[config.mk]
export PLATFORM = sky130hd
export DESIGN_NAME = sft_ram
export DESIGN_NICKNAME = d
export VERILOG_FILES = /design/src/rtl/sft_ram.sv
export SDC_FILE = /design/constraint.sdc
export NUM_CORES = 1
export LEC_CHECK = 0
export ABC_CLOCK_PERIOD_IN_PS = 2100
export BUFFER_PORTS_ARGS = -buffer_cell sky130_fd_sc_hd__clkbuf_2
export CAP_MARGIN = 20
export CORE_AREA = 2 2 96 98
export DETAILED_ROUTE_END_ITERATION = 7
export DIE_AREA = 0 0 98 100
export PLACE_DENSITY = 0.75
export SLEW_MARGIN = 15
export SYNTH_ARGS = -nofsm -noshare
export SYNTH_HDL_FRONTEND = slang
export SYNTH_SLANG_ARGS = --single-unit
[constraint.sdc]
create_clock -name i_clk -period 2.1 [get_ports i_clk]
set_input_delay 0.315 -clock i_clk [delete_from_list [all_inputs] [get_ports i_clk]]
set_output_delay 0.315 -clock i_clk [all_outputs]
set_load 0.05 [all_outputs]
[src/rtl/sft_ram.sv]
`default_nettype none
module sft_ram #(
    parameter int WIDTH = 8,
    parameter int DEPTH = 16,
    localparam int AW = (DEPTH > 1) ? $clog2(DEPTH) : 1
) (
    input  logic             i_clk,
    input  logic             i_we,
    input  logic [AW-1:0]    i_waddr,
    input  logic [WIDTH-1:0] i_wdata,
    input  logic [AW-1:0]    i_raddr,
    output logic [WIDTH-1:0] o_rdata
);

    logic [WIDTH-1:0] mem [DEPTH];

    always_ff @(posedge i_clk) begin
        if (i_we) begin
            mem[i_waddr] <= i_wdata;
        end
        o_rdata <= mem[i_raddr];
    end

endmodule
`default_nettype wire

; After elaboration in Yosys (flattened, before gate mapping)
; Memory sizes are Yosys's and may differ from the RTL's. A register that Yosys moved wholly into a read port is not among the register bits.
; Cells that the tools add are included.
[classes]
mux = 2
[op_table]
columns = operator, count
row1 = $mux W1, 2
[word_totals]
regBits = 0
ram_bits = 128
in_bits = 18
n_memories = 1
[mem_list]
columns = name, depth, width, rd, rd_clocked_by_memory_dff, wr, line
row1 = mem, 16, 8, 1, 1, 1, 15  ; logic [WIDTH-1:0] mem [DEPTH];

; Logic depth before layout (Yosys ltp)
[depth]
depth_word = 2
ltp_mapped = 5

; Least setup slack after synthesis
; OpenSTA, ideal clock, no wires.
[synth_timing]
path_kind = input port to flip-flop
from = in i_waddr[2]
to = mem mem[0][0], enable pin
setup_time_ns = 0.383
arrival_time_ns = 1.425
t_required_ns = 1.717
slack_ns = 0.292
path_stages = 2
path_buffers = 0
path_cell_list = or3b_2 > nor3_1
[synth_lines]
columns = item, line
row1 = "start, declared", 9  ; input logic [AW-1:0] i_waddr,
row2 = "end, declared", 15
; Straight into the memory's write port.

; Worst setup path in the final report
[layout_timing]
from = reg o_rdata[6], read port of mem
to = out o_rdata[6]
[layout_lines]
columns = item, line
row1 = "start, declared", 12  ; output logic [WIDTH-1:0] o_rdata
; No word-level cell between the ends.

==> flow_metrics.env <==
export IMPL_worstHoldPathCells=1
export IMPL_ant_nets=0
export IMPL_crit_start="o_rdata[6]"
export IMPL_drive_above_1_share_pct=31.8
export IMPL_final_area_um2=6070
export IMPL_r2r_start="mem[8][4]"
export IMPL_fin_crit_ns=1.48
export IMPL_synthCells=229
export IMPL_ys_seq_area_share_pct=77.8
export IMPL_post_route_period_util_pct=70.3
export IMPL_cp_depth=1
export IMPL_slowest_stage="dfxtp_1"
export IMPL_rows=35
export IMPL_worstRegToRegCells=3
export IMPL_crit_chain="clkbuf_2"
export IMPL_yosys_top_cells_area="edfxtp_1 (75%), mux4_2 (7.9%), mux4_1 (7.1%)"
export IMPL_area_growth_pct=18.0
export IMPL_htree_levels=4
export IMPL_n_antenna_cell=0
export IMPL_synth_distinct_cells=19
export IMPL_synth_seq_cells=136
export IMPL_max_cap_violations=0
export IMPL_drtIter0Drc=229
export IMPL_synthMuxAreaShare_pct=15.0
export IMPL_grt_pass1_vias=2518
export IMPL_finalSetupViolCount=0
export IMPL_grtUsageTotal_pct=21.1
export IMPL_totalWireLength_mm=9.30
export IMPL_post_dp_cell_area_um2=5490
export IMPL_crit_path_start_kind="flop"
export IMPL_crit_fanout=1
export IMPL_arrival_ns=1.16
export IMPL_io_pins=26
export IMPL_wl_per_cell_um=22.9
export IMPL_timing_rr_end="o_rdata[4]"
export IMPL_crit_path_end="o_rdata[6]"
export IMPL_synth_top_cell_area_share_pct=74.7
export IMPL_status="complete, no violations"
export IMPL_cts_made_buffers=17
export IMPL_grt_max_degree=31
export IMPL_post_cts_buffers=0
export IMPL_slowest_delay_ns=0.35
export IMPL_first_pass_iters=4
export IMPL_yosys_area_share_adder_pct=0
export IMPL_path_class="flop to output pin"
export IMPL_tns_ns=0
export IMPL_fp_dieArea_um2=9800
export IMPL_cts_hold_fix_buffers=0
export IMPL_peakVddDrop_uv=641
export IMPL_required_ns=1.78
export IMPL_layout_commonest_cell="edfxtp_1"
export IMPL_yosys_area_share_simple_pct=3.18
export IMPL_drc=0
export IMPL_clkSinkCount=136
export IMPL_leakagePower_nw=2.09
export IMPL_cts_buffer_depth=2
export IMPL_pwr_density_cell_nw_per_um2=1030
export IMPL_grt_pass1_wl_mm=14.6
export IMPL_crit_family="flip-flops"
export IMPL_clkTransAtPathRegs_ns=0.06
export IMPL_yosysWarnings=0
export IMPL_mostFrequentLayoutCells="edfxtp_1 (128), clkbuf_2 (25), buf_4 (19)"
export IMPL_min_path_type="input pin to flop"
export IMPL_io_buffers=25
export IMPL_rsz0062_at_grt="false"
export IMPL_final_max_slew_viol_count=0
export IMPL_pre_cts_ws_ns=0.271
export IMPL_synth_top_family_by_area="multiplexers"
export IMPL_grt_ovfl_total=0
export IMPL_synth_area_um2=5150
export IMPL_viasPerCell=5.96
export IMPL_crit_buf_inv=1
export IMPL_synth_compound_area_share_pct=2.33
export IMPL_worst_slew_pin_slew_ns=0.598
export IMPL_synth_xor_xnor_area_share_pct=0
export IMPL_die_width_um=98
export IMPL_yosysTopAreaCell="edfxtp_1"
export IMPL_worstSetupEndpointType="output pin"
export IMPL_slew_headroom_pct=60.0
export IMPL_dp_hpwl_mm=5.87
export IMPL_setup_ws_ns=0.623
export IMPL_fmax_mhz=677
export IMPL_finClkSkew_ns=0.0117
export IMPL_syn_area_per_cell_um2=22.5
export IMPL_place_congestion=0.803
export IMPL_post_cts_resized=0
export IMPL_nNetsFinal=301
export IMPL_via_count=2424
export IMPL_clock_latency_ns=0.52
export IMPL_coreArea_um2=8890
export IMPL_start_util_pct=57.9
export IMPL_hold_violations=0
export IMPL_cts_root_buf="clkbuf_8"
export IMPL_die_h_um=100
export IMPL_rrSetupSlack_ns=0.73
export IMPL_antenna_found_initial=0
export IMPL_cts_tree="yes"
export IMPL_synth_nets=247
[logic make-up (layout without fill, tap and decap cells)]
family	after synthesis	in the layout
multiplexers	32	32
flip-flops	136	136
buffers and inverters	10	77
AND/OR/NAND/NOR	35	35
AO/OA/AOI/OAI	16	16
[how the worst min path moves through the flow]
stage | slack (ns) | to | startpoint
floorplan | 0.41 | mem[0][0] | i_wdata[0]
global placement | 0.65 | o_rdata[1] | mem[11][1]
detailed placement | 0.67 | o_rdata[1] | mem[14][1]
CTS | 0.20 | mem[6][2] | i_wdata[2]
global route | 0.24 | mem[6][5] | i_wdata[5]
finish | 0.21 | mem[7][2] | i_wdata[2]
[registers in the layout, indices dropped and copies added (netlist names)]
register,count
o_rdata,8
mem,128
[Yosys cell counts]
library cell	instances
mux4_2	18
nor3_1	4
buf_4	1
a22oi_1	16
nand3_1	1
nand2b_1	2
dfxtp_1	8
nand2_1	9
edfxtp_1	128
and2b_1	1
buf_2	3
or3b_2	1
nand3b_1	2
buf_6	3
clkdlybuf4s25_2	3
and2_1	1
mux4_1	14
nor2_1	13
nor2b_1	1
[area by class of cell]
cell class	instances	area (µm²)
sequential	136	4000
fill	534	2820
multi-input combinational	83	1060
clock buffer	19	432
timing repair buffer	45	288
clock inverter	13	154
tap	111	139
[power by group]
group,total [mW],switching [mW],internal [mW],leakage [nW]
clock,2.88,1.05,1.83,0.281
combinational,0.336,0.216,0.120,0.585
sequential,3.05,0.0181,3.04,1.22
[layer usage]
metal	routed length (µm)	global-route usage, %	part of all wire [%]	vias to the layer above
li1	-	-	-	1086
met1	3950	29.3	42	1249
met2	4650	33.0	50	75
met3	551	5.43	5.9	14
met4	144	8.01	1.5	0
met5	0	0	0	-
[stage by stage]
step                utilization (%)  hold slack, ns  power, mW  std cells
floorplan                         -           0.414       3.32        229
global placement               61.7           0.649       3.43        375
detailed placement             61.7           0.668       3.44        375
CTS                            68.3           0.202       6.31        407
global route                   68.3           0.239       6.45        407
finish                         68.3           0.212       6.27        407
Note: power is estimated with default switching activity, not from simulation.
